==> config.mk <==
export PLATFORM = sky130hd
export DESIGN_NAME = stable_priority_queue_core_flat
export DESIGN_NICKNAME = d
export VERILOG_FILES = /design/src/rtl/spq_pkg.sv /design/src/rtl/spq_if.sv /design/src/rtl/spq_ctrl.sv /design/src/rtl/spq_dp.sv /design/src/rtl/stable_priority_queue_core.sv /design/src/flat_wrapper.sv
export VERILOG_INCLUDE_DIRS = /design/src /design/src/rtl
export SDC_FILE = /design/constraint.sdc
export NUM_CORES = 1
export LEC_CHECK = 0
export BUFFER_PORTS_ARGS = -buffer_cell sky130_fd_sc_hd__buf_4
export CAP_MARGIN = 20
export CORE_ASPECT_RATIO = 0.8
export CORE_UTILIZATION = 35
export CTS_BUF_LIST = sky130_fd_sc_hd__clkbuf_16
export DETAILED_ROUTE_END_ITERATION = 6
export PLACE_DENSITY = 0.51
export SKIP_CTS_REPAIR_TIMING = 1
export SYNTH_ARGS = -nofsm -noshare
export SYNTH_HDL_FRONTEND = slang
export SYNTH_SLANG_ARGS = --single-unit
==> constraint.sdc <==
create_clock -name clk -period 14.3 [get_ports clk]
set_clock_uncertainty 0.15 [all_clocks]
set_input_delay 0.715 -clock clk [delete_from_list [all_inputs] [get_ports clk]]
set_output_delay 0.715 -clock clk [all_outputs]
set_load 0.01 [all_outputs]
==> src/rtl/stable_priority_queue_core_assert.svh <==
// Assertion macros used by the stable priority queue top level.
`ifndef STABLE_PRIORITY_QUEUE_CORE_ASSERT_SVH
`define STABLE_PRIORITY_QUEUE_CORE_ASSERT_SVH
`ifndef NO_ASSERTIONS
`define SPQ_ASSERT_SAME(label, clk, rst_n, ante, cons) \
  label: assert property (@(posedge clk) disable iff (!rst_n) (ante) |-> (cons)) \
    else $error("spq assertion failed");
`define SPQ_ASSERT_NEXT(label, clk, rst_n, ante, cons) \
  label: assert property (@(posedge clk) disable iff (!rst_n) (ante) |=> (cons)) \
    else $error("spq assertion failed");
`else
`define SPQ_ASSERT_SAME(label, clk, rst_n, ante, cons)
`define SPQ_ASSERT_NEXT(label, clk, rst_n, ante, cons)
`endif
`endif

==> src/rtl/spq_pkg.sv <==
// Types and constants of the stable priority queue.
package spq_pkg;

  localparam int ID_W      = 16;
  localparam int PRIO_W    = 16;
  localparam int SLOT_PR_W = 15;
  localparam int STATUS_W  = 3;

  localparam logic FUNC_ENQ = 1'b0;
  localparam logic FUNC_DEQ = 1'b1;

  typedef enum logic [STATUS_W-1:0] {
    ST_ENQUEUED = 3'd0,
    ST_INVALID  = 3'd1,
    ST_FULL     = 3'd2,
    ST_DEQUEUED = 3'd3,
    ST_EMPTY    = 3'd4
  } status_t;

  typedef struct packed {
    logic load;
    logic exec;
  } cmd_t;

endpackage

==> src/rtl/spq_if.sv <==
// Request and result channel interfaces of the stable priority queue.
interface spq_in_if;
  logic                          valid;
  logic                          ready;
  logic                          func;
  logic [spq_pkg::ID_W-1:0]      proc_id;
  logic signed [spq_pkg::PRIO_W-1:0] prio;
  logic                          name_empty;

  modport source (output valid, func, proc_id, prio, name_empty, input ready);
  modport sink (input valid, func, proc_id, prio, name_empty, output ready);
endinterface

interface spq_out_if;
  logic                             valid;
  logic                             ready;
  logic [spq_pkg::STATUS_W-1:0]     status;
  logic [spq_pkg::ID_W-1:0]         out_id;
  logic [spq_pkg::SLOT_PR_W-1:0]    out_prio;

  modport source (output valid, status, out_id, out_prio, input ready);
  modport sink (input valid, status, out_id, out_prio, output ready);
endinterface

==> src/rtl/spq_ctrl.sv <==
// Controller of the stable priority queue: request sequencing and result valid.
module spq_ctrl (
  input  logic          clk,
  input  logic          rst_n,
  input  logic          in_valid,
  output logic          in_ready,
  output logic          out_valid,
  input  logic          out_ready,
  output spq_pkg::cmd_t cmd
);

  typedef enum logic [1:0] {
    S_IDLE = 2'b01,
    S_EXEC = 2'b10
  } state_t;

  state_t state_r, state_nxt;
  logic   out_valid_r, out_valid_nxt;
  logic   slot_free;

  assign slot_free = !out_valid_r || out_ready;
  assign in_ready  = (state_r == S_IDLE);
  assign out_valid = out_valid_r;

  always_comb begin
    state_nxt     = state_r;
    out_valid_nxt = out_valid_r && !out_ready;
    cmd.load      = 1'b0;
    cmd.exec      = 1'b0;
    unique case (state_r)
      S_IDLE: begin
        if (in_valid) begin
          cmd.load  = 1'b1;
          state_nxt = S_EXEC;
        end
      end
      S_EXEC: begin
        // The update waits until the result register can take the new result.
        if (slot_free) begin
          cmd.exec      = 1'b1;
          out_valid_nxt = 1'b1;
          state_nxt     = S_IDLE;
        end
      end
      default: state_nxt = S_IDLE;
    endcase
  end

  always_ff @(posedge clk) begin
    if (!rst_n) begin
      state_r     <= S_IDLE;
      out_valid_r <= 1'b0;
    end else begin
      state_r     <= state_nxt;
      out_valid_r <= out_valid_nxt;
    end
  end

endmodule

==> src/rtl/spq_dp.sv <==
// Datapath of the stable priority queue: sorted compare-and-shift cells and result register.
module spq_dp #(
  parameter int QUEUE_DEPTH = 16,
  localparam int CntW = $clog2(QUEUE_DEPTH + 1)
) (
  input  logic                              clk,
  input  logic                              rst_n,
  input  spq_pkg::cmd_t                     cmd,
  input  logic                              in_func,
  input  logic [spq_pkg::ID_W-1:0]          in_proc_id,
  input  logic signed [spq_pkg::PRIO_W-1:0] in_prio,
  input  logic                              in_name_empty,
  output logic [spq_pkg::STATUS_W-1:0]      res_status,
  output logic [spq_pkg::ID_W-1:0]          res_id,
  output logic [spq_pkg::SLOT_PR_W-1:0]     res_prio,
  output logic [CntW-1:0]                   fill
);

  // Latched request.
  logic                              func_r;
  logic [spq_pkg::ID_W-1:0]          id_r;
  logic signed [spq_pkg::PRIO_W-1:0] prio_r;
  logic                              nempty_r;

  // Queue cells, head at index 0.
  logic [spq_pkg::ID_W-1:0]      cell_id_r   [QUEUE_DEPTH];
  logic [spq_pkg::SLOT_PR_W-1:0] cell_prio_r [QUEUE_DEPTH];
  logic [CntW-1:0]               fill_r, fill_nxt;

  spq_pkg::status_t              status_r, status_nxt;
  logic [spq_pkg::ID_W-1:0]      res_id_r, res_id_nxt;
  logic [spq_pkg::SLOT_PR_W-1:0] res_prio_r, res_prio_nxt;

  logic [spq_pkg::SLOT_PR_W-1:0] new_prio;
  logic bad, full, empty, enq_ok, deq_ok;
  logic [QUEUE_DEPTH-1:0] lower;

  assign new_prio = prio_r[spq_pkg::SLOT_PR_W-1:0];
  assign bad      = nempty_r || prio_r[spq_pkg::PRIO_W-1];
  assign full     = (fill_r == CntW'(QUEUE_DEPTH));
  assign empty    = (fill_r == '0);
  assign enq_ok   = (func_r == spq_pkg::FUNC_ENQ) && !bad && !full;
  assign deq_ok   = (func_r == spq_pkg::FUNC_DEQ) && !empty;

  genvar gi;
  for (gi = 0; gi < QUEUE_DEPTH; gi++) begin : g_cell
    logic                          prev_lower;
    logic [spq_pkg::ID_W-1:0]      prev_id, next_id;
    logic [spq_pkg::SLOT_PR_W-1:0] prev_prio, next_prio;

    // A cell is below the insertion point when it is empty or holds a strictly
    // lower priority; the list is sorted, so these cells form a suffix.
    assign lower[gi] = !(fill_r > CntW'(gi)) || (cell_prio_r[gi] < new_prio);

    if (gi == 0) begin : g_head
      assign prev_lower = 1'b0;
      assign prev_id    = id_r;
      assign prev_prio  = new_prio;
    end else begin : g_body
      assign prev_lower = lower[gi-1];
      assign prev_id    = cell_id_r[gi-1];
      assign prev_prio  = cell_prio_r[gi-1];
    end

    if (gi == QUEUE_DEPTH - 1) begin : g_tail
      assign next_id   = cell_id_r[gi];
      assign next_prio = cell_prio_r[gi];
    end else begin : g_mid
      assign next_id   = cell_id_r[gi+1];
      assign next_prio = cell_prio_r[gi+1];
    end

    always_ff @(posedge clk) begin
      if (cmd.exec) begin
        if (enq_ok && lower[gi]) begin
          cell_id_r[gi]   <= prev_lower ? prev_id : id_r;
          cell_prio_r[gi] <= prev_lower ? prev_prio : new_prio;
        end else if (deq_ok) begin
          cell_id_r[gi]   <= next_id;
          cell_prio_r[gi] <= next_prio;
        end
      end
    end
  end

  always_comb begin
    fill_nxt     = fill_r;
    res_id_nxt   = '0;
    res_prio_nxt = '0;
    if (func_r == spq_pkg::FUNC_ENQ) begin
      priority if (bad) begin
        status_nxt = spq_pkg::ST_INVALID;
      end else if (full) begin
        status_nxt = spq_pkg::ST_FULL;
      end else begin
        status_nxt = spq_pkg::ST_ENQUEUED;
        fill_nxt   = fill_r + CntW'(1);
      end
    end else begin
      if (empty) begin
        status_nxt = spq_pkg::ST_EMPTY;
      end else begin
        status_nxt   = spq_pkg::ST_DEQUEUED;
        res_id_nxt   = cell_id_r[0];
        res_prio_nxt = cell_prio_r[0];
        fill_nxt     = fill_r - CntW'(1);
      end
    end
  end

  always_ff @(posedge clk) begin
    if (!rst_n) begin
      fill_r <= '0;
    end else if (cmd.exec) begin
      fill_r <= fill_nxt;
    end
  end

  always_ff @(posedge clk) begin
    if (cmd.load) begin
      func_r   <= in_func;
      id_r     <= in_proc_id;
      prio_r   <= in_prio;
      nempty_r <= in_name_empty;
    end
    if (cmd.exec) begin
      status_r   <= status_nxt;
      res_id_r   <= res_id_nxt;
      res_prio_r <= res_prio_nxt;
    end
  end

  assign res_status = status_r;
  assign res_id     = res_id_r;
  assign res_prio   = res_prio_r;
  assign fill       = fill_r;

endmodule

==> src/rtl/stable_priority_queue_core.sv <==
// Stable priority queue of process entries: top level.
//
// in_req carries one request per handshake: func selects enqueue or dequeue,
// proc_id and prio give the entry, name_empty marks an invalid name. Each
// request gives exactly one result on out_res: status, and for a dequeue the
// identifier and priority of the removed head entry (zero otherwise).
// Entries leave in descending priority; equal priorities leave in arrival order.
// A request is first latched; then every queue cell compares against the new
// priority and shifts in parallel, writing the result register. The next
// request is taken only after the previous one has updated the cells, so
// requests do not overlap. The result is registered and appears on out_res
// once that update has written the result register.
// While a result waits on out_res, one further request is latched; its update
// waits until the result register is taken, and in_req.ready stays low.
// Synchronous reset empties the queue and drops any pending result; the cell
// contents need no clearing since only filled cells are ever read.
module stable_priority_queue_core #(
  parameter int QUEUE_DEPTH = 16
) (
  input  logic            clk,
  input  logic            rst_n,
  spq_in_if.sink          in_req,
  spq_out_if.source       out_res
);

  `include "stable_priority_queue_core_assert.svh"

  localparam int CntW = $clog2(QUEUE_DEPTH + 1);

  spq_pkg::cmd_t   cmd;
  logic [CntW-1:0] fill;

  spq_ctrl u_ctrl (
    .clk       (clk),
    .rst_n     (rst_n),
    .in_valid  (in_req.valid),
    .in_ready  (in_req.ready),
    .out_valid (out_res.valid),
    .out_ready (out_res.ready),
    .cmd       (cmd)
  );

  spq_dp #(
    .QUEUE_DEPTH (QUEUE_DEPTH)
  ) u_dp (
    .clk           (clk),
    .rst_n         (rst_n),
    .cmd           (cmd),
    .in_func       (in_req.func),
    .in_proc_id    (in_req.proc_id),
    .in_prio       (in_req.prio),
    .in_name_empty (in_req.name_empty),
    .res_status    (out_res.status),
    .res_id        (out_res.out_id),
    .res_prio      (out_res.out_prio),
    .fill          (fill)
  );

  `SPQ_ASSERT_NEXT(a_one_at_a_time, clk, rst_n, in_req.valid && in_req.ready, !in_req.ready)
  `SPQ_ASSERT_SAME(a_fill_bound, clk, rst_n, 1'b1, fill <= CntW'(QUEUE_DEPTH))
  `SPQ_ASSERT_NEXT(a_exec_gives_result, clk, rst_n, cmd.exec, out_res.valid)
  `SPQ_ASSERT_SAME(a_empty_zero, clk, rst_n, out_res.valid && out_res.status != spq_pkg::ST_DEQUEUED, out_res.out_id == '0 && out_res.out_prio == '0)

endmodule
==> src/flat_wrapper.sv <==
// flat-port wrapper written by rule: the top's interface ports become plain ports
module stable_priority_queue_core_flat 
#(
  parameter int QUEUE_DEPTH = 16
)
  (clk, rst_n, in_req_valid, in_req_func, in_req_proc_id, in_req_prio, in_req_name_empty, in_req_ready, out_res_valid, out_res_status, out_res_out_id, out_res_out_prio, out_res_ready);
  spq_in_if in_req_i ();
  spq_out_if out_res_i ();
  input  logic clk;
  input  logic rst_n;
  input wire logic [$bits(in_req_i.valid)-1:0] in_req_valid;
  input wire logic [$bits(in_req_i.func)-1:0] in_req_func;
  input wire logic [$bits(in_req_i.proc_id)-1:0] in_req_proc_id;
  input wire logic [$bits(in_req_i.prio)-1:0] in_req_prio;
  input wire logic [$bits(in_req_i.name_empty)-1:0] in_req_name_empty;
  output wire logic [$bits(in_req_i.ready)-1:0] in_req_ready;
  output wire logic [$bits(out_res_i.valid)-1:0] out_res_valid;
  output wire logic [$bits(out_res_i.status)-1:0] out_res_status;
  output wire logic [$bits(out_res_i.out_id)-1:0] out_res_out_id;
  output wire logic [$bits(out_res_i.out_prio)-1:0] out_res_out_prio;
  input wire logic [$bits(out_res_i.ready)-1:0] out_res_ready;
  assign in_req_i.valid = in_req_valid;
  assign in_req_i.func = in_req_func;
  assign in_req_i.proc_id = in_req_proc_id;
  assign in_req_i.prio = in_req_prio;
  assign in_req_i.name_empty = in_req_name_empty;
  assign in_req_ready = in_req_i.ready;
  assign out_res_valid = out_res_i.valid;
  assign out_res_status = out_res_i.status;
  assign out_res_out_id = out_res_i.out_id;
  assign out_res_out_prio = out_res_i.out_prio;
  assign out_res_i.ready = out_res_ready;
  stable_priority_queue_core #(.QUEUE_DEPTH(QUEUE_DEPTH)) u_core (.clk(clk), .rst_n(rst_n), .in_req(in_req_i), .out_res(out_res_i));
endmodule
* Word-level counts from Yosys, hierarchy flattened
Memory sizes are Yosys's and may differ from the RTL's.
Index checks and enable logic that the tools add are counted.
** Cells by class
- $lt $le $gt $ge :: 32
- Equal/unequal tests :: 8
- Reduce and logical (&&, ||, !) cells :: 63
- Bitwise operators :: 33
- Mux-type cells :: 176
- $add $sub $neg :: 2
** Operators by type and width (number)
- two-way mux 16 bit :: 31
- two-way mux 15 bit :: 31
- < comparator 15 bit :: 16
- two-way mux 1 bit :: 103
- > comparator 5 x 4 -> 1 bit (second input constant) :: 8
- OR 1 bit :: 32
- logical NOT 1 bit :: 21
- > comparator 5 x 3 -> 1 bit (second input constant) :: 4
- logical AND 1 bit :: 20
- two-way mux 5 bit :: 4
- logical OR 1 bit :: 18
- > comparator 5 x 1 -> 1 bit (second input constant) :: 2
- > comparator 5 x 2 -> 1 bit (second input constant) :: 2
- inequality test 2 bit (second input constant) :: 5
- two-way mux 2 bit :: 4
- two-way mux 3 bit :: 2
- adder 5 x 1 -> 5 bit (second input constant) :: 1
- == test 5 bit (second input constant) :: 1
- logical NOT 5 bit :: 1
- subtractor 5 x 1 -> 5 bit (second input constant) :: 1
- one-hot mux 2 bit (2 select lines) :: 1
- AND reduction 4 bit :: 1
- == test 2 x 1 -> 1 bit (second input constant) :: 1
- == test 2 bit (second input constant) :: 1
- 3 further kinds :: 3
** Word-level totals
- Input bits :: 38
- Logic and storage cells :: 326
- Output and inout port bits :: 36
- RAM bits :: 496
- Memories :: 2
- Register bits :: 76
** Memories
- u_core.u_dp.cell_id_r :: depth 16, width 16, read ports 16, clocked after Yosys merged registers in 0, wr ports 16, RTL line spq_dp.sv:26 : logic [spq_pkg::ID_W-1:0] cell_id_r [QUEUE_DEPTH];
- u_core.u_dp.cell_prio_r :: depth 16, width 15, read ports 16, clocked after Yosys merged registers in 0, wr ports 16, RTL line spq_dp.sv:27 : logic [spq_pkg::SLOT_PR_W-1:0] cell_prio_r [QUEUE_DEPTH];

* Longest topological paths before layout
Gate-level depths: netlist of run 1.
- Word-level depth :: 9
- Mapped depth :: 12
- Depth with buffers taken out :: 8

* Modules after synthesis
From an unflattened synthesis of run 1, not the netlist that was laid out.
** Second synthesis, totals
- Cell total of the unflattened synthesis :: 3042
- Area, all modules :: 33030.4 um^2
** By module, submodules not included
- spq_dp :: instances 1, seq. area each 17036.3 um^2, area an instance 32904.1 um^2, cells an instance 3030
- spq_ctrl :: instances 1, seq. area each 60.1 um^2, area an instance 126.4 um^2, cells an instance 12

* Worst setup path after synthesis of run 1
Ideal clock, no wire load.
- Path kind :: input-to-reg
- Start :: input port out_res_ready
- End :: memory u_core.u_dp.cell_id_r[0][0] in the netlist's numbering, enable pin
- Setup slack :: 8.934 ns
- Data required time :: 13.688 ns
- Stages :: 6
- Arrival :: 4.754 ns
- Path buffers :: 2
- Library setup time :: 0.462 ns
- Cells stage by stage :: nand2b_1 nor2b_1 clkbuf_1 nand2_1 clkbuf_1 o21ai_0
** RTL lines
- from (decl) :: RTL line flat_wrapper.sv:21 : input wire logic [$bits(out_res_i.ready)-1:0] out_res_ready;
- to (decl) :: RTL line spq_dp.sv:26

==> impl_results.md, run 1 <==
* Avg Inst Size Synth at 11.0 sq um
* R2R cell count at 10
* Crit path capture type: flip-flop
* TritonCTS clock tree: built
* Reg-to-reg slack, setup at 9.42 ns
* Synth area leaders: edfxtp_1 52%, ha_1 8.9%, mux2i_1 8.7%, nand2_1 6.5%, o211ai_1 5.2%
* Asr flop ratio synth at 0%
* Crit-path max FO at 80
* Slowest-stage cell, CP: buf_4
* Hold Crit Class: in2reg
* CP Buf/Inv Count at 5
* Worst r2r dst: u_core.u_dp.cell_id_r[0][7]
* CTS max path bufs at 3
* Seq/Total Area, Yosys at 52.6%
* Critical path startpoint category: flip-flop
* Vias in the first global route at 23697
* Tot GR Track Use at 23.2%
* CP required at 14.48 ns
* Post-DR wirelength/cell at 26.2 um
* GR Overflow Total at 0
* Die area at 0.0941 sq mm
* Maxcap violations at 0
* Clock Tree Root: clkbuf_16
* Outcome: finished with violations
* Period minus WS final at 4.88 ns
* Crit path DAT at 5.07 ns
* Setup violators final at 0
* Cell Rows at 99
* Router iterations before antenna repair at 7
* Most repeated library cell on the critical path: buf_4
* FF-to-FF Start: u_core.u_dp.fill[0]
* I/O pin count at 74
* Critical path cell sequence: inv_1, ha_1, nor4b_2, nor2b_2, buf_4, nand2_4, buf_4, buf_4, o21ai_4, buf_4
* Clk sink count at 572
* Final hold violation count at 0
* Die Span X at 343 um
* H-tree levels at 3
* DRC at 6
* Final setup TNS at 0 ns
* Hold depth at 1
* P_leak at 12.0 nW
* Cell family with most CP delay: buffers and inverters
* Ratio of final minimum period to clock period at 34.2%
* Critical Path Stages at 10
* Area grow syn2layout at 12.8%
* Max-slew headroom at 25.4%
* Worst Max-Slew Pin Slew at 1.12 ns
* Clock transition at path regs at 0.06 ns
* Largest net degree at the start of global routing at 243
* Final antenna diode count at 0
* Post-synth cell types at 58
* Worst skew pair latency at 0.63 ns
* Peak VDD IR at 0.101 mV
* Post-Syn Instances at 2945
* Synth top area share at 52.1%
* Final Util at 40.1%
* Initial antenna violation count at 5
* First-pass GRT wire length at 162 mm
* Failing checks: DRC
* Remaining antenna violation count at 0
* Fmax at 205 MHz
* Initial Utilization at 35.5%
* RSZ-0062 raised after global routing: no
* Mapped Nets at 3213
* Hold path start: in_req_proc_id[9]
* Total power at 3.78 mW
* Via count at 24449
* Iteration-0 DRC count of the detailed router at 3006
* Final-report max-slew violation count at 0
* Power per cell area at 103 mW/mm^2
* Worst hold endpoint: u_core.u_dp.g_cell[0].prev_id[9]
* WS Path Type: reg2reg
* Detailed placement HPWL at 73.0 mm
* Synthesized area at 0.0325 sq mm
* I/O Buffers at 73
* CTS buffer count at 69
* Yosys top cell by area: edfxtp_1
* Chip height at 275 um
* Core ar. at 0.0915 sq mm
* EDFF count, synth at 564
* YS warnings at 0
* Routability congestion estimate at 0.869
* Nets at 3212
* Detailed Route WL at 110 mm
* Synth Register Bits at 572
* CP peak stage delay at 0.94 ns
* Top FF cell, synth: edfxtp_1
* Share of cells above drive strength 1 at 10.7%
* Drt via density at 5.81
[cell type report]
cell class / count / area (sq um)
tap: 1212 / 1520
timing repair buffer: 145 / 1180
inverter: 23 / 86.3
clock inverter: 55 / 438
sequential: 572 / 17100
fill: 8715 / 54900
clock buffer: 70 / 1750
multi-input combinational: 2133 / 14600
[kinds of logic after synthesis]
| kind of cell | share of synthesized area (%) |
|---|---|
| AND/OR/NAND/NOR | 11.2 |
| AO/OA/AOI/OAI | 14.0 |
| flip-flops | 52.6 |
| multiplexers | 9.73 |
| buffers and inverters | 3.46 |
| adder cells (fa/ha/maj) | 8.86 |
| XOR/XNOR | 0.108 |
[flip-flops by register name, summed over array words and instances, names as in the netlist, 3 cells and up]
| register | flops |
|---|---|
| u_core.u_dp.cell_id_r | 256 |
| u_core.u_dp.cell_prio_r | 240 |
| u_core.u_dp.g_cell.prev_id | 16 |
| u_core.u_dp.prio_r | 16 |
| u_core.u_dp.res_id | 16 |
| u_core.u_dp.res_prio | 15 |
| u_core.u_dp.fill | 5 |
| u_core.u_dp.res_status | 3 |
[synth_stat cells (10+ instances only)]
cell type / n
mux2i_1: 281
clkbuf_1: 91
ha_1: 230
a211oi_1: 20
a21oi_1: 71
nor2_1: 56
nand2_1: 564
mux2_2: 31
buf_2: 105
o211ai_1: 224
inv_1: 23
and2_1: 38
nand2b_1: 22
nand3_1: 106
o21ai_1: 88
o21ai_0: 264
a21o_1: 19
nor3_1: 10
nand4_1: 28
edfxtp_1: 564
[cells in the final DEF (no fill, tap or decap), types with 70 or more instances in the layout]
cell type	count
edfxtp_1	564
nand2_1	561
mux2i_1	281
o21ai_0	251
ha_1	230
o211ai_1	224
buf_4	139
nand3_1	106
o21ai_1	86
clkbuf_16	70
[layer usage]
layer	wire length (um)	vias up	GRT usage, %
met4	2470	0	5.64
met1	53200	12195	35.8
met5	0	-	0
li1	-	11061	-
met3	9290	139	4.55
met2	45400	1054	32.7
[worst register-to-register path: cells and delay by family, from the launching register on]
| family | cells | cell delay [ns] |
|---|---|---|
| AOI/OAI and AO/OA | 1 | 0.57 |
| adders and majority gates | 1 | 0.18 |
| and+or+nand+nor | 3 | 0.67 |
| DFF | 1 | 0.42 |
| buffers and inverters | 5 | 2.61 |
[stage by stage]
step	cell area [sq um]	std cells	hold WS (ns)	setup WS, ns
after floorplan	32500	2945	0.344	8.93
final	36700	4210	0.126	9.42
after detailed placement	34400	4081	0.385	9.06
after global routing	36700	4210	0.0975	8.94
after global placement	34400	4080	0.378	9.12
after CTS	36600	4206	0.0900	9.06
[how the worst max path moves through the flow]
stage          slack [ns]                 from                             to
6_report             9.42  u_core.u_dp.fill[0]    u_core.u_dp.cell_id_r[0][7]
5_1_grt              8.94  u_core.u_dp.fill[0]  u_core.u_dp.cell_id_r[0][120]
4_1_cts              9.06  u_core.u_dp.fill[0]   u_core.u_dp.cell_id_r[0][39]
3_5_place_dp         9.06  u_core.u_dp.fill[0]   u_core.u_dp.cell_id_r[0][88]
3_3_place_gp         9.12  u_core.u_dp.fill[0]   u_core.u_dp.cell_id_r[0][38]
2_1_floorplan        8.93        out_res_ready    u_core.u_dp.cell_id_r[0][0]
[where the power goes]
part | total (mW) | internal (mW) | switching, mW | leakage (nW)
clock network | 1.74 | 0.974 | 0.764 | 1.10
registers | 1.86 | 1.83 | 0.0223 | 5.16
logic | 0.190 | 0.0621 | 0.128 | 5.70
(Power assumes the default switching activity.)
==> inputs of run 2 (changes only) <==
==> constraint.sdc (replaced) <==
create_clock -name clk -period 4.5 [get_ports clk]
set_clock_uncertainty 0.15 [all_clocks]
set_input_delay 0.225 -clock clk [delete_from_list [all_inputs] [get_ports clk]]
set_output_delay 0.225 -clock clk [all_outputs]
set_load 0.01 [all_outputs]
==> impl_results.md, run 2 (synthesis gave the netlist of run 1 again) <==
* Outcome: finished with violations
* Failing checks: DRC
* Total power at 12.0 mW
* Share of cells above drive strength 1 at 11.3%
* Chip height at 275 um
* Worst Max-Slew Pin Slew at 0.890 ns
* First-pass GRT wire length at 158 mm
* H-tree levels at 3
* Die Span X at 343 um
* Post-DR wirelength/cell at 25.1 um
* Cell Rows at 99
* Final hold violation count at 0
* Power per cell area at 319 mW/mm^2
* CTS max path bufs at 3
* Worst hold endpoint: u_core.u_dp.nempty_r
* Reg-to-reg slack, setup at 0.65 ns
* Final Util at 41.0%
* Routability congestion estimate at 0.899
* Period minus WS final at 3.85 ns
* I/O Buffers at 73
* Hold_ws at 0.0470 ns
* Nets at 3284
* Top reg by flops: u_core.u_dp.cell_id_r
* Critical path cell sequence: buf_4, inv_1, buf_4, ha_1, a211oi_1, o21ai_0, a21oi_1, o31ai_4, buf_12, o21ai_4, buf_4
* Hold depth at 2
* Worst skew pair latency at 0.62 ns
* Commonest non-fill, non-tap cell in the layout: edfxtp_1
* Number of fill cells at 8686
* Router iterations before antenna repair at 7
* Slowest-stage cell, CP: inv_1
* Hold path start: in_req_valid
* Crit path DAT at 3.96 ns
* Drt via density at 5.72
* Fmax at 260 MHz
* Largest registers: u_core.u_dp.cell_id_r (256), u_core.u_dp.cell_prio_r (240)
* Via count at 24501
* DRC at 10
* Core ar. at 0.0915 sq mm
* WS Path Type: reg2reg
* Peak VDD IR at 0.220 mV
* Critical path startpoint category: flip-flop
* Maxcap violations at 0
* Setup violators final at 0
* Worst r2r dst: u_core.u_dp.cell_prio_r[1][74]
* Most repeated library cell on the critical path: buf_4
* Clk sink count at 572
* Detailed Route WL at 107 mm
* Max-slew headroom at 40.7%
* FF-to-FF Start: u_core.u_dp.prio_r[8]
* Crit path capture type: flip-flop
* Ratio of final minimum period to clock period at 85.5%
* Setup WS post-layout at 0.654 ns
* RSZ-0062 raised after global routing: no
* TritonCTS clock tree: built
* I/O pin count at 74
* Largest net degree at the start of global routing at 129
* Clock Tree Root: clkbuf_16
* Die area at 0.0941 sq mm
* Most frequent cells in the layout: 564 x edfxtp_1, 561 x nand2_1, 281 x mux2i_1
* P_leak at 12.4 nW
* Initial antenna violation count at 5
* Final-report max-slew violation count at 0
* Initial Utilization at 35.5%
* R2R cell count at 11
* Hold Crit Class: in2reg
* CTS buffer count at 70
* Detailed placement HPWL at 74.1 mm
* Setup WS pre-CTS at 0.737 ns
* Remaining antenna violation count at 0
* CP peak stage delay at 0.58 ns
* GR Overflow Total at 0
* Clock transition at path regs at 0.06 ns
* Area grow syn2layout at 15.4%
* CP required at 4.62 ns
* Max reg flops at 256
* Tot GR Track Use at 22.6%
* Iteration-0 DRC count of the detailed router at 2544
* Vias in the first global route at 23457
* Crit-path max FO at 32
-- run 2: where the power goes --
group          switching, mW  internal (mW)  total, mW  leakage [nW]
clock network           2.37           3.07       5.44          1.13
logic                  0.406          0.228      0.634          6.09
registers             0.0709           5.83       5.90          5.16
-- run 2: critical path, delay by kind of cell, from the launching register on --
family,cells,cell delay (ns)
AO/OA/AOI/OAI,5,1.06
buffers and inverters,5,1.64
adder cells (fa/ha/maj),1,0.24
flip-flops,1,0.37
-- run 2: final cells by class --
cell class | instances | area [sq um] | share of cell area, %
timing repair buffer | 216 | 2030 | 5.42
antenna | 2 | 5.00 | 0.0133
sequential | 572 | 17100 | 45.6
clock buffer | 70 | 1750 | 4.67
inverter | 23 | 86.3 | 0.230
clock inverter | 57 | 415 | 1.11
multi-input combinational | 2133 | 14600 | 38.9
tap | 1212 | 1520 | 4.04
-- run 2: worst max-delay path by stage --
stage / cells after the start / from / to
after floorplan: 6 / u_core.u_ctrl.out_valid / u_core.u_dp.cell_id_r[0][0]
after global placement: 8 / u_core.u_dp.prio_r[11] / u_core.u_dp.cell_prio_r[0][43]
after detailed placement: 9 / u_core.u_dp.prio_r[8] / u_core.u_dp.cell_prio_r[0][70]
after CTS: 9 / u_core.u_dp.prio_r[8] / u_core.u_dp.cell_prio_r[0][63]
after global routing: 11 / u_core.u_dp.prio_r[8] / u_core.u_dp.cell_prio_r[1][72]
final: 11 / u_core.u_dp.prio_r[8] / u_core.u_dp.cell_prio_r[1][74]
-- run 2: stage by stage --
step | cell area (sq um) | std cells | setup TNS [ns]
after global routing | 37500 | 4283 | 0
after global placement | 34900 | 4117 | 0
final | 37500 | 4285 | 0
after detailed placement | 34900 | 4118 | 0
after CTS | 37100 | 4245 | 0
after floorplan | 32500 | 2945 | -161.25
-- run 2: routing by layer --
layer  vias up  global-route usage (%)  share of wire [%]
met2       932                    31.2                 40
met4         0                    6.00                2.1
met3       144                    5.60                9.6
met1     12172                    34.5                 48
li1      11253                       -                  -
met5         -                       0                  0
